`config.mk`:
```
export PLATFORM = sky130hd
export DESIGN_NAME = dept_ram
export DESIGN_NICKNAME = d
export VERILOG_FILES = /design/src/hdl/dept_ram.sv
export SDC_FILE = /design/constraint.sdc
export NUM_CORES = 1
export LEC_CHECK = 0
export BUFFER_PORTS_ARGS = -buffer_cell sky130_fd_sc_hd__buf_2
export CORE_UTILIZATION = 51
export CTS_CLUSTER_DIAMETER = 80
export CTS_CLUSTER_SIZE = 16
export DETAILED_ROUTE_END_ITERATION = 10
export PLACE_DENSITY = 0.73
export SLEW_MARGIN = 30
export SYNTH_ARGS = -nofsm -noshare
export SYNTH_HDL_FRONTEND = slang
export SYNTH_SLANG_ARGS = --single-unit
```
`constraint.sdc`:
```
create_clock -name clk -period 2.2 [get_ports clk]
set_clock_uncertainty 0.2 [all_clocks]
set_input_delay 0.44 -clock clk [delete_from_list [all_inputs] [get_ports clk]]
set_output_delay 0.44 -clock clk [all_outputs]
set_load 0.05 [all_outputs]
```
`src/hdl/dept_ram.sv`:
```
`default_nettype none
// ----------------------------------------------------------------------------
// dept_ram
// Generic single write port, single read port RAM with registered read.
// ----------------------------------------------------------------------------
module dept_ram #(
  parameter int WIDTH = 8,
  parameter int DEPTH = 64
) (
  input  wire  logic                                      clk,
  input  wire  logic                                      we,
  input  wire  logic [(DEPTH > 1 ? $clog2(DEPTH) : 1)-1:0] waddr,
  input  wire  logic [WIDTH-1:0]                          wdata,
  input  wire  logic [(DEPTH > 1 ? $clog2(DEPTH) : 1)-1:0] raddr,
  output logic       [WIDTH-1:0]                          rdata
);

  logic [WIDTH-1:0] mem [DEPTH];

  always_ff @(posedge clk) begin
    if (we) begin
      mem[waddr] <= wdata;
    end
    rdata <= mem[raddr];
  end

endmodule : dept_ram
`default_nettype wire

```
After elaboration in Yosys (flattened, before gate mapping):

Memory sizes are Yosys's and may differ from the RTL's. A register that Yosys moved wholly into a read port is not among the register bits.
Cells that the tools add are included.

* bits of input ports: 22
* word-level logic and storage cells: 3
* flip-flop bits (word level): 0
* bits in writable memories: 512
* memories kept: 1
* output and inout port bits: 8

* mux-type cells: 2

Memories
* mem: words 64, bits a word 8, rd ports 1, clocked after memory_dff 1, write ports 1, line 18 `logic [WIDTH-1:0] mem [DEPTH];`

Operators by type and width (number)
* two-way mux 1 bit: 2

Longest topological paths before layout:

* depth after elaboration: 2
* gate-level depth with buffers: 9
* mapped depth without buffers: 5

Least setup slack after synthesis:

No wires, ideal clock.

* kind: input -> register
* start point: input raddr[1] (netlist name)
* end point: register rdata[3], read port of mem
* data required time: 1.872 ns
* path buffers: 3
* data arrival time: 1.980 ns
* path slack: -0.108 ns
* cell stages on the path: 7
* library setup time: 0.128 ns
* path through: buf_4 > buf_2 > buf_2 > mux4_2 > mux4_2 > o21ai_1 > o41ai_1

RTL lines
* start: declaration: line 14 `input wire logic [(DEPTH > 1 ? $clog2(DEPTH) : 1)-1:0] raddr,`
* end: declaration: line 15 `output logic [WIDTH-1:0] rdata`

==> flow_summary.json <==
{
  "root_buffer": "clkbuf_16",
  "overflow": 0,
  "cts_sinks": 520,
  "die_height_um": 201,
  "slew_viol_final": 0,
  "hold_ws_ns": 0.142,
  "ir_drop_uv": 482,
  "fmax_mhz": 461,
  "wirelength_um": 45600,
  "clock_latency_ns": 0.55,
  "synthToLayoutAreaGrowth_pct": 14.4,
  "hold_class": "primary input to register",
  "dr.pass1.iters": 7,
  "yosysUniqueCellTypes": 40,
  "grt_pass1_vias": 10100,
  "crit_type": "register to register",
  "combPwrFrac_pct": 6.4,
  "r2r_setup_slack_ns": 0.03,
  "max_cap_violations": 0,
  "critPathArrivalTime_ns": 2.40,
  "p_seq_share_pct": 59.0,
  "cp_max_fo": 1,
  "port_buffers": 29,
  "die_w_um": 201,
  "async_reset_ff_share_pct": 0,
  "p_clk_share_pct": 34.6,
  "cp-start-kind": "register",
  "synth_ff_type": "edfxtp_1",
  "hold_viol": 0,
  "cts_tree": "built",
  "outcome": "completed",
  "rsz0062_at_grt": "no",
  "h-tree-depth": 2,
  "yosysSeqAreaShare_pct": 77.0,
  "mostFrequentLayoutCells": "edfxtp_1 (512), buf_4 (146), mux4_2 (126)",
  "p_per_area_mw_per_mm2": 808,
  "rr_worst_depth": 5,
  "grt_max_degree": 65,
  "synth_compound_area_share_pct": 2.07,
  "setup_viol_count_final": 0,
  "antenna_left": 0,
  "place_congestion": 0.829,
  "grt_usage_pct": 23.1,
  "period_needed_ns": 2.17,
  "clock_path_buffers": 3,
  "syn_nets": 962,
  "required_ns": 2.43,
  "switching_share_pct": 20.9,
  "post_drt_wl_per_cell_um": 27.6,
  "core-area_mm2": 0.0388,
  "path_clk_slew_ns": 0.07,
  "rows": 72,
  "nets": 1132,
  "fin_crit_sh_pct": 98.7,
  "max-slew-margin-rel_pct": 48.4,
  "num_io_pins": 30,
  "synth-seq-cells": 520,
  "grt_pass1_wl_um": 67500,
  "die_area_mm2": 0.0403,
  "numCtsBuffers": 38,
  "synth_xor_xnor_area_share_pct": 0,
  "synth_fa_ha_area_share_pct": 0,
  "syn_avg_cell_area_um2": 21.5,
  "layout-drive-gt1-share_pct": 32.5,
  "endpoint_kind": "register",
  "synthesis.area_mm2": 0.0202,
  "hpwl_um": 29500,
  "synthMuxAreaShare_pct": 15.9,
  "switchingPower_uw": 3890,
  "synth_edf_count": 512,
  "hold_depth": 1,
  "syn_inst": 940,
  "design_area_mm2": 0.0231,
  "yosys.area_share.simple_pct": 3.39,
  "vias_per_cell": 6.15,
  "final_common_cell": "edfxtp_1",
  "cts_hold_buf": 0,
  "synth_top_family_by_area": "multiplexers",
  "yosys_warnings": 0,
  "dr.first_iter.drc_count": 1344,
  "remaining_drc_errors": 0,
  "worst_slew_pin_slew_ns": 0.773,
  "place_area_mm2": 0.0219,
  "grt_antenna_before_repair": 4,
  "num_vias": 10200,
  "initial_utilization_pct": 51.9,
  "p_int_uw": 14700,
  "p_leak_uw": 0.00742
}
[critical path, cell delays in order (launching register included)]
cell	delay [ns]
edfxtp_1	0.37
mux4_2	0.48
mux2_2	0.28
o221a_2	0.30
nor3_4	0.30
o32ai_1	0.13
[worst paths after layout]
kind / startpoint / to
max reg2reg: mem[21][4] / rdata[4]
max: mem[21][4] / rdata[4]
min reg2reg: mem[23][0] / rdata[0]
min: wdata[6] / mem[33][6]
[final cells by class]
class | instances | area, um^2
diodes | 3 | 7.51
clock buffers | 59 | 1050
clock inverters | 2 | 17.5
fillers | 2634 | 15800
multi-input cells | 369 | 4360
flip-flops and latches | 520 | 15500
well taps | 518 | 648
repair buffers | 181 | 1450
[per-stage QoR]
step / setup WS [ns] / util (%) / TNS [ns] / instances / total power [uW]
after floorplan: 0.00181 / - / 0 / 940 / 11900
after global placement: -0.727 / 56.5 / -4.55 / 1588 / 12400
after detailed placement: -0.724 / 56.5 / -4.61 / 1588 / 12400
after CTS: 0.0147 / 59.4 / 0 / 1649 / 18700
after global routing: 0.0127 / 59.4 / 0 / 1650 / 19100
final: 0.0295 / 59.4 / 0 / 1652 / 18600
[cell usage after synthesis (3+ instances only)]
library cell,count,area share (%)
o22ai_1,8,0.25
buf_6,4,0.22
a22oi_1,3,0.11
nand3b_1,3,0.11
o221ai_1,8,0.35
nor2_1,83,1.5
buf_4,13,0.48
buf_2,11,0.27
nand2b_1,7,0.22
buf_1,4,0.074
nor2b_1,14,0.43
nor3_1,7,0.17
a21oi_1,3,0.074
clkbuf_1,17,0.32
mux4_2,126,14
a221oi_1,6,0.26
o2111ai_1,3,0.13
mux2i_1,23,1.1
nand3_1,13,0.32
a211oi_1,4,0.15
edfxtp_1,512,76
o2bb2ai_1,3,0.13
dfxtp_1,8,0.79
nand2_1,19,0.35
mux2_2,13,0.73
[power groups by stage]
stage	registers (uW)	clock network, uW	logic [uW]
2_1_floorplan	11300	0	591
3_3_place_gp	11200	0	1150
3_5_place_dp	11200	0	1180
4_1_cts	11000	6530	1200
5_1_grt	11000	6850	1260
6_report	11000	6440	1190
[repair_timing]
action                                  CTS  global route
setup buffers                             0             0
endpoints found under the setup margin    4             4
pin swaps                                 0             0
gates resized for setup                   6             2
[cell families (layout without fill, tap and decap cells)]
logic type / after synthesis / in the layout
other: 0 / 3
AND/OR/NAND/NOR: 153 / 153
buffers and inverters: 51 / 242
multiplexers: 162 / 162
flip-flops: 520 / 520
AO/OA/AOI/OAI: 54 / 54
[metal layers]
| layer | part of all wire (%) | GRT usage, % | up-vias |
|---|---|---|---|
| li1 | - | - | 4244 |
| met3 | 7.7 | 3.54 | 88 |
| met2 | 49 | 38.1 | 459 |
| met1 | 41 | 32.6 | 5368 |
| met4 | 2.5 | 6.41 | 2 |
| met5 | 0.020 | 0 | - |
[state kept, by name, summed over array words and instances, names as in the netlist]
name / count
mem: 512
rdata: 8
Note: power is estimated with default switching activity, not from simulation.
