[src/hdl/dept_dot.sv]
`default_nettype none
// ----------------------------------------------------------------------------
// dept_dot
// Two-stage signed 3D dot product: products registered, then summed.
// ----------------------------------------------------------------------------
module dept_dot #(
  parameter int COORD_BITS = 16
) (
  input  wire  logic                             clk,
  input  wire  logic                             rst,
  input  wire  logic                             in_vld,
  input  wire  logic signed [COORD_BITS-1:0]     dir_x,
  input  wire  logic signed [COORD_BITS-1:0]     dir_y,
  input  wire  logic signed [COORD_BITS-1:0]     dir_z,
  input  wire  logic signed [COORD_BITS-1:0]     pt_x,
  input  wire  logic signed [COORD_BITS-1:0]     pt_y,
  input  wire  logic signed [COORD_BITS-1:0]     pt_z,
  output logic                                   busy,
  output logic                                   out_vld,
  output logic signed [2*COORD_BITS+1:0]         dot
);

  localparam int PB = 2 * COORD_BITS;
  localparam int SB = PB + 2;

  logic signed [PB-1:0] prod_x;
  logic signed [PB-1:0] prod_y;
  logic signed [PB-1:0] prod_z;

  always_ff @(posedge clk) begin
    if (rst) begin
      busy    <= 1'b0;
      out_vld <= 1'b0;
    end else begin
      busy    <= in_vld;
      out_vld <= busy;
    end
  end

  always_ff @(posedge clk) begin
    prod_x <= dir_x * pt_x;
    prod_y <= dir_y * pt_y;
    prod_z <= dir_z * pt_z;
    dot    <= SB'(prod_x) + SB'(prod_y) + SB'(prod_z);
  end

endmodule : dept_dot
`default_nettype wire

[config.mk]
export PLATFORM = sky130hd
export DESIGN_NAME = dept_dot
export DESIGN_NICKNAME = d
export VERILOG_FILES = /design/src/hdl/dept_dot.sv
export SDC_FILE = /design/constraint.sdc
export NUM_CORES = 2
export LEC_CHECK = 0
export BUFFER_PORTS_ARGS = -buffer_cell sky130_fd_sc_hd__buf_2
export CAP_MARGIN = 20
export CORE_MARGIN = 5
export CORE_UTILIZATION = 35
export DETAILED_ROUTE_END_ITERATION = 7
export MAX_ROUTING_LAYER = met4
export PLACE_DENSITY = 0.46
export SETUP_SLACK_MARGIN = 0.15
export SYNTH_ARGS = -nofsm -noshare
export SYNTH_HDL_FRONTEND = slang
export SYNTH_SLANG_ARGS = --single-unit
[constraint.sdc]
create_clock -name clk -period 8.2 [get_ports clk]
set_input_delay 0.82 -clock clk [delete_from_list [all_inputs] [get_ports clk]]
set_output_delay 0.82 -clock clk [all_outputs]
set_load 0.005 [all_outputs]
Yosys cells after proc, flatten, opt, wreduce, memory -nomap -nowiden
Index checks and enable logic that the tools add are counted.
- bits in registers: 132
- output and inout port bits: 36
- logic and storage cells: 11
- $add $sub $neg: 2
- multipliers: 3
- operator list (operator ; count):
    $mul 16x16->32 ; 3
    $add 33x32->34 ; 1
    $add 32x32->33 ; 1

Depth between registers and ports, before layout
- depth after elaboration: 2
- depth in mapped cells: 23

Worst setup path before layout
Ideal clock, no wire load.
- path type: input -> register
- start: in dir_y[15]
- end: reg prod_y[31]
- arrival: 6415 ps
- setup slack: 1713 ps
- stages on the path: 20
- path through: clkbuf_1 > nand2_1 > inv_1 > fa_1 > fa_1 > fa_1 > fa_1 > fa_1 > inv_1 > fa_1 > inv_1 > ha_1 > nand3_1 > nand2_1 > a41oi_1 > a21oi_4 > or3_4 > a211o_1 > a21oi_2 > xnor2_1
- word-level cells in the longest chain between the ends: 1
- ends and longest elaborated chain (item ; line ; text):
    start, declared ; 13 ; input wire logic signed [COORD_BITS-1:0] dir_y,
    $mul 16x16->32 ; 42 ; prod_y <= dir_y * pt_y;
    end signal, assigned ; 42 ;
    end, declared ; 27 ; logic signed [PB-1:0] prod_y;
No other way between the ends.
A chain may end at the register's enable or synchronous reset.

Worst setup path after layout
- start: in pt_x[3]
- end: reg prod_x[31]
- word-level cells in the longest chain between the ends: 1
- ends and longest elaborated chain (item ; line ; text):
    start, declared ; 15 ; input wire logic signed [COORD_BITS-1:0] pt_x,
    $mul 16x16->32 ; 41 ; prod_x <= dir_x * pt_x;
    end signal, assigned ; 41 ;
    end, declared ; 26 ; logic signed [PB-1:0] prod_x;
No other way between the ends.

==> insert_results.sql <==
INSERT INTO impl_metrics (metric_group, metric, value, unit) VALUES
('sta', 'timing.clock.skew', '13.2', 'ps'),
('sta', 'timing.fmax', '149', 'MHz'),
('die', 'floorplan.die_area', '104000', 'µm²'),
('detailed_routing', 'detail_route.drc_violations', '0', ''),
('die', 'die_y', '323', 'µm'),
('die', 'die-width', '323', 'µm'),
('finish', 'syn_to_final_growth', '7.41', '%'),
('die', 'core', '97000', 'µm²'),
('detailed_routing', 'vias_per_cell', '4.67', ''),
('grt', 'antenna_found_initial', '5', ''),
('yosys', 'syn_inst', '3635', ''),
('clocking', 'post-cts-setup-buffers', '0', ''),
('run_status', 'outcome', 'finished, final reports clean', ''),
('grt', 'grt_util_met3', '0.0188', ''),
('detailed_routing', 'wl_per_cell', '17.7', 'µm'),
('yosys', 'synth.largest_area_cell', 'sky130_fd_sc_hd__fa_1', ''),
('detailed_routing', 'drt_wl_total', '88.0', 'mm'),
('grt', 'overflow', '0', ''),
('setup_path', 'cp_max_fo', '16', ''),
('finish', 'utilization', '0.380', ''),
('setup_path', 'max_stage_delay', '720', 'ps'),
('sta', 'timing.final.setup_violations', '0', ''),
('detailed_routing', 'first_iter_violations', '1026', ''),
('yosys', 'async_flop_share', '0', ''),
('yosys', 'ys_top_cells_by_area', 'sky130_fd_sc_hd__fa_1, sky130_fd_sc_hd__ha_1, sky130_fd_sc_hd__inv_1', ''),
('finish', 'layout.filler_cells', '9956', ''),
('setup_path', 'path_delay_family', 'adder cells', ''),
('clocking', 'cts-root-buf', 'sky130_fd_sc_hd__clkbuf_16', ''),
('setup_path', 'path_cells', 'buf_2 -> and2_1 -> fa_1 -> inv_1 -> fa_1 -> fa_1 -> fa_1 -> fa_1 -> fa_1 -> inv_1 -> ha_1 -> or2_1 -> a211oi_1 -> or3b_1 -> o21ai_1 -> o211ai_1 -> a31o_1 -> a21oi_1 -> xnor2_1', ''),
('setup_path', 'arrival', '7090', 'ps'),
('setup_path', 'critPathSlowestCell', 'sky130_fd_sc_hd__fa_1', ''),
('yosys', 'fraction_of_the_yosys_area_taken_by_sequential_cells', '0.0770', ''),
('sta', 'timing.final.crit_period', '6730', 'ps'),
('clocking', 'cts_resized', '0', ''),
('yosys', 'yosys_warnings', '0', ''),
('grt', 'grt_max_degree', '17', ''),
('flow_run', 'cap_violations', '0', ''),
('clocking', 'clkLatencyLatePin', '460', 'ps'),
('finish', 'final_layout_size_suffix_gt1_frac', '0.0470', ''),
('die', 'starting_density', '0.354', ''),
('placement', 'dpl.hpwl', '73.5', 'mm'),
('setup_path', 'kind_of_end_point_of_the_critical_path', 'register', ''),
('placement', 'dp_worst_setup_slack', '1030', 'ps'),
('clocking', 'clkSlewWorstSetupHoldPaths', '70', 'ps'),
('detailed_routing', 'final_antenna_net_count', '0', ''),
('grt', 'grt_use_met2', '0.280', ''),
('grt', 'gr-usage-all-layers', '0.184', ''),
('grt', 'gr-max-usage-layer', 'met2', ''),
('clocking', 'clock_tree_from_tritoncts', 'yes', ''),
('yosys', 'ys_seq_elements', '132', ''),
('min_path', 'holdCritPathClass', 'register to register', ''),
('setup_path', 'path_buf_inv', '3', ''),
('setup_path', 'timing.critical_path.mode_cell', 'sky130_fd_sc_hd__fa_1', ''),
('sta', 'timing_max_transition_violations_final', '0', ''),
('setup_path', 'worstPathRequired', '8560', 'ps'),
('sta', 'finalWorstSetupSlack', '1470', 'ps'),
('yosys', 'postSynthNetCount', '4831', ''),
('yosys', 'netlist.area_leader.share', '0.478', ''),
('clocking', 'numCtsBuffers', '17', ''),
('grt', 'grt.met1_usage', '0.276', ''),
('placement', 'routabilityCongestion', '0.821', ''),
('setup_path', 'worstSetupStartpointType', 'input port', ''),
('sta', 'period_share', '0.821', ''),
('clocking', 'clock_sinks', '132', ''),
('sta', 'tightest_slew', '871', 'ps'),
('yosys', 'yosys.cell_types.count', '66', ''),
('clocking', 'cts-hold-fix-buffers', '0', ''),
('die', 'floorplan.rows', '114', ''),
('clocking', 'clock_tree.buffer_depth', '2', ''),
('setup_path', 'worstSetupPathType', 'input port to register', ''),
('placement', 'port_buf_inserts', '134', '');
## cell usage after synthesis, types with 6 or more instances
| cell | n |
|---|---|
| sky130_fd_sc_hd__ha_1 | 278 |
| sky130_fd_sc_hd__nand3_1 | 18 |
| sky130_fd_sc_hd__a211oi_1 | 23 |
| sky130_fd_sc_hd__and3_1 | 10 |
| sky130_fd_sc_hd__a21o_1 | 51 |
| sky130_fd_sc_hd__o21ai_1 | 24 |
| sky130_fd_sc_hd__o21a_1 | 17 |
| sky130_fd_sc_hd__nand4_1 | 9 |
| sky130_fd_sc_hd__nand2_1 | 407 |
| sky130_fd_sc_hd__a21oi_1 | 81 |
| sky130_fd_sc_hd__o21bai_1 | 17 |
| sky130_fd_sc_hd__nand2b_1 | 29 |
| sky130_fd_sc_hd__xor2_1 | 33 |
| sky130_fd_sc_hd__xnor2_1 | 92 |
| sky130_fd_sc_hd__nor3_1 | 28 |
| sky130_fd_sc_hd__and2_1 | 362 |
| sky130_fd_sc_hd__o21ai_0 | 28 |
| sky130_fd_sc_hd__nor2b_1 | 14 |
| sky130_fd_sc_hd__clkbuf_1 | 98 |
| sky130_fd_sc_hd__nor2_1 | 88 |
| sky130_fd_sc_hd__inv_1 | 882 |
| sky130_fd_sc_hd__o211ai_1 | 9 |
| sky130_fd_sc_hd__dfxtp_1 | 132 |
| sky130_fd_sc_hd__or3_1 | 6 |
| sky130_fd_sc_hd__fa_1 | 819 |
## stage by stage
stage          cells  hold WS (ps)  area (µm²)
6_report        4984           469       36800
2_1_floorplan   3635           460       34300
5_1_grt         4982           482       36800
3_3_place_gp    4950           461       36200
3_5_place_dp    4950           464       36200
4_1_cts         4982           477       36800
## cell usage in the layout, fill, tap and decap left out, types with 24 or more instances in the layout
cell type	instances
sky130_fd_sc_hd__xnor2_1	92
sky130_fd_sc_hd__o21ai_1	24
sky130_fd_sc_hd__xor2_1	33
sky130_fd_sc_hd__inv_1	882
sky130_fd_sc_hd__nand2b_1	29
sky130_fd_sc_hd__nor2_1	88
sky130_fd_sc_hd__fa_1	819
sky130_fd_sc_hd__dfxtp_1	132
sky130_fd_sc_hd__nor3_1	28
sky130_fd_sc_hd__o21ai_0	28
sky130_fd_sc_hd__ha_1	278
sky130_fd_sc_hd__a21oi_1	81
sky130_fd_sc_hd__nand2_1	407
sky130_fd_sc_hd__buf_2	134
sky130_fd_sc_hd__a21o_1	51
sky130_fd_sc_hd__and2_1	362
## cells by family after synthesis
| kind of cell | Yosys count | synth area share |
|---|---|---|
| AOI/OAI and AO/OA | 302 | 0.0586 |
| xor gates and xnor gates | 125 | 0.0319 |
| adders and majority gates | 1097 | 0.579 |
| buffers and inverters | 981 | 0.107 |
| DFF | 132 | 0.0770 |
| muxes | 3 | 0.000875 |
| and+or+nand+nor | 995 | 0.145 |
## worst register-to-register path, cell delays in order, from the launching register on
cell and delay (ps):
sky130_fd_sc_hd__dfxtp_1 320, sky130_fd_sc_hd__fa_1 470, sky130_fd_sc_hd__ha_1 230, sky130_fd_sc_hd__inv_1 90, sky130_fd_sc_hd__fa_1 210, sky130_fd_sc_hd__nor2b_1 70, sky130_fd_sc_hd__o31a_1 330, sky130_fd_sc_hd__o31ai_1 590
sky130_fd_sc_hd__a21oi_1 220, sky130_fd_sc_hd__o21ai_1 330, sky130_fd_sc_hd__a21oi_1 200, sky130_fd_sc_hd__a311oi_1 370, sky130_fd_sc_hd__xnor2_1 150
## layout make-up
cell class | count | area [µm²] | share of cell area
multi-input cells | 2522 | 28000 | 0.759
well taps | 1276 | 1600 | 0.0433
repair buffers | 137 | 693 | 0.0188
clock inverters | 15 | 191 | 0.00520
inverters | 883 | 3310 | 0.0899
diodes | 2 | 5.00 | 0.000136
clock buffers | 17 | 425 | 0.0115
flip-flops and latches | 132 | 2640 | 0.0717
## flip-flops by register name, indices dropped and copies added, names as in the netlist
| name | count |
|---|---|
| busy | 1 |
| dot | 34 |
| out_vld | 1 |
| prod_x | 32 |
| prod_y | 32 |
| prod_z | 32 |
## path summary, 6_finish.rpt
check	slack, ps	endpoint	startpoint	cells past startpoint
hold reg to reg	470	out_vld	busy	1
setup reg to reg	4560	dot[31]	prod_x[1]	12
setup / recovery	1470	prod_x[31]	pt_x[3]	19
hold / removal	470	out_vld	busy	1
## metal layers
metal / vias up / wire [µm] / part of all wire
li1: 10902 / - / -
met4: 0 / 707 / 0.0080
met1: 11946 / 44800 / 0.51
met3: 42 / 3390 / 0.039
met5: - / 0 / 0
met2: 388 / 39100 / 0.44
Power is left out: the tool's default activity adds up to more than one toggle a clock period on the data nets, which glitch-free logic cannot reach.
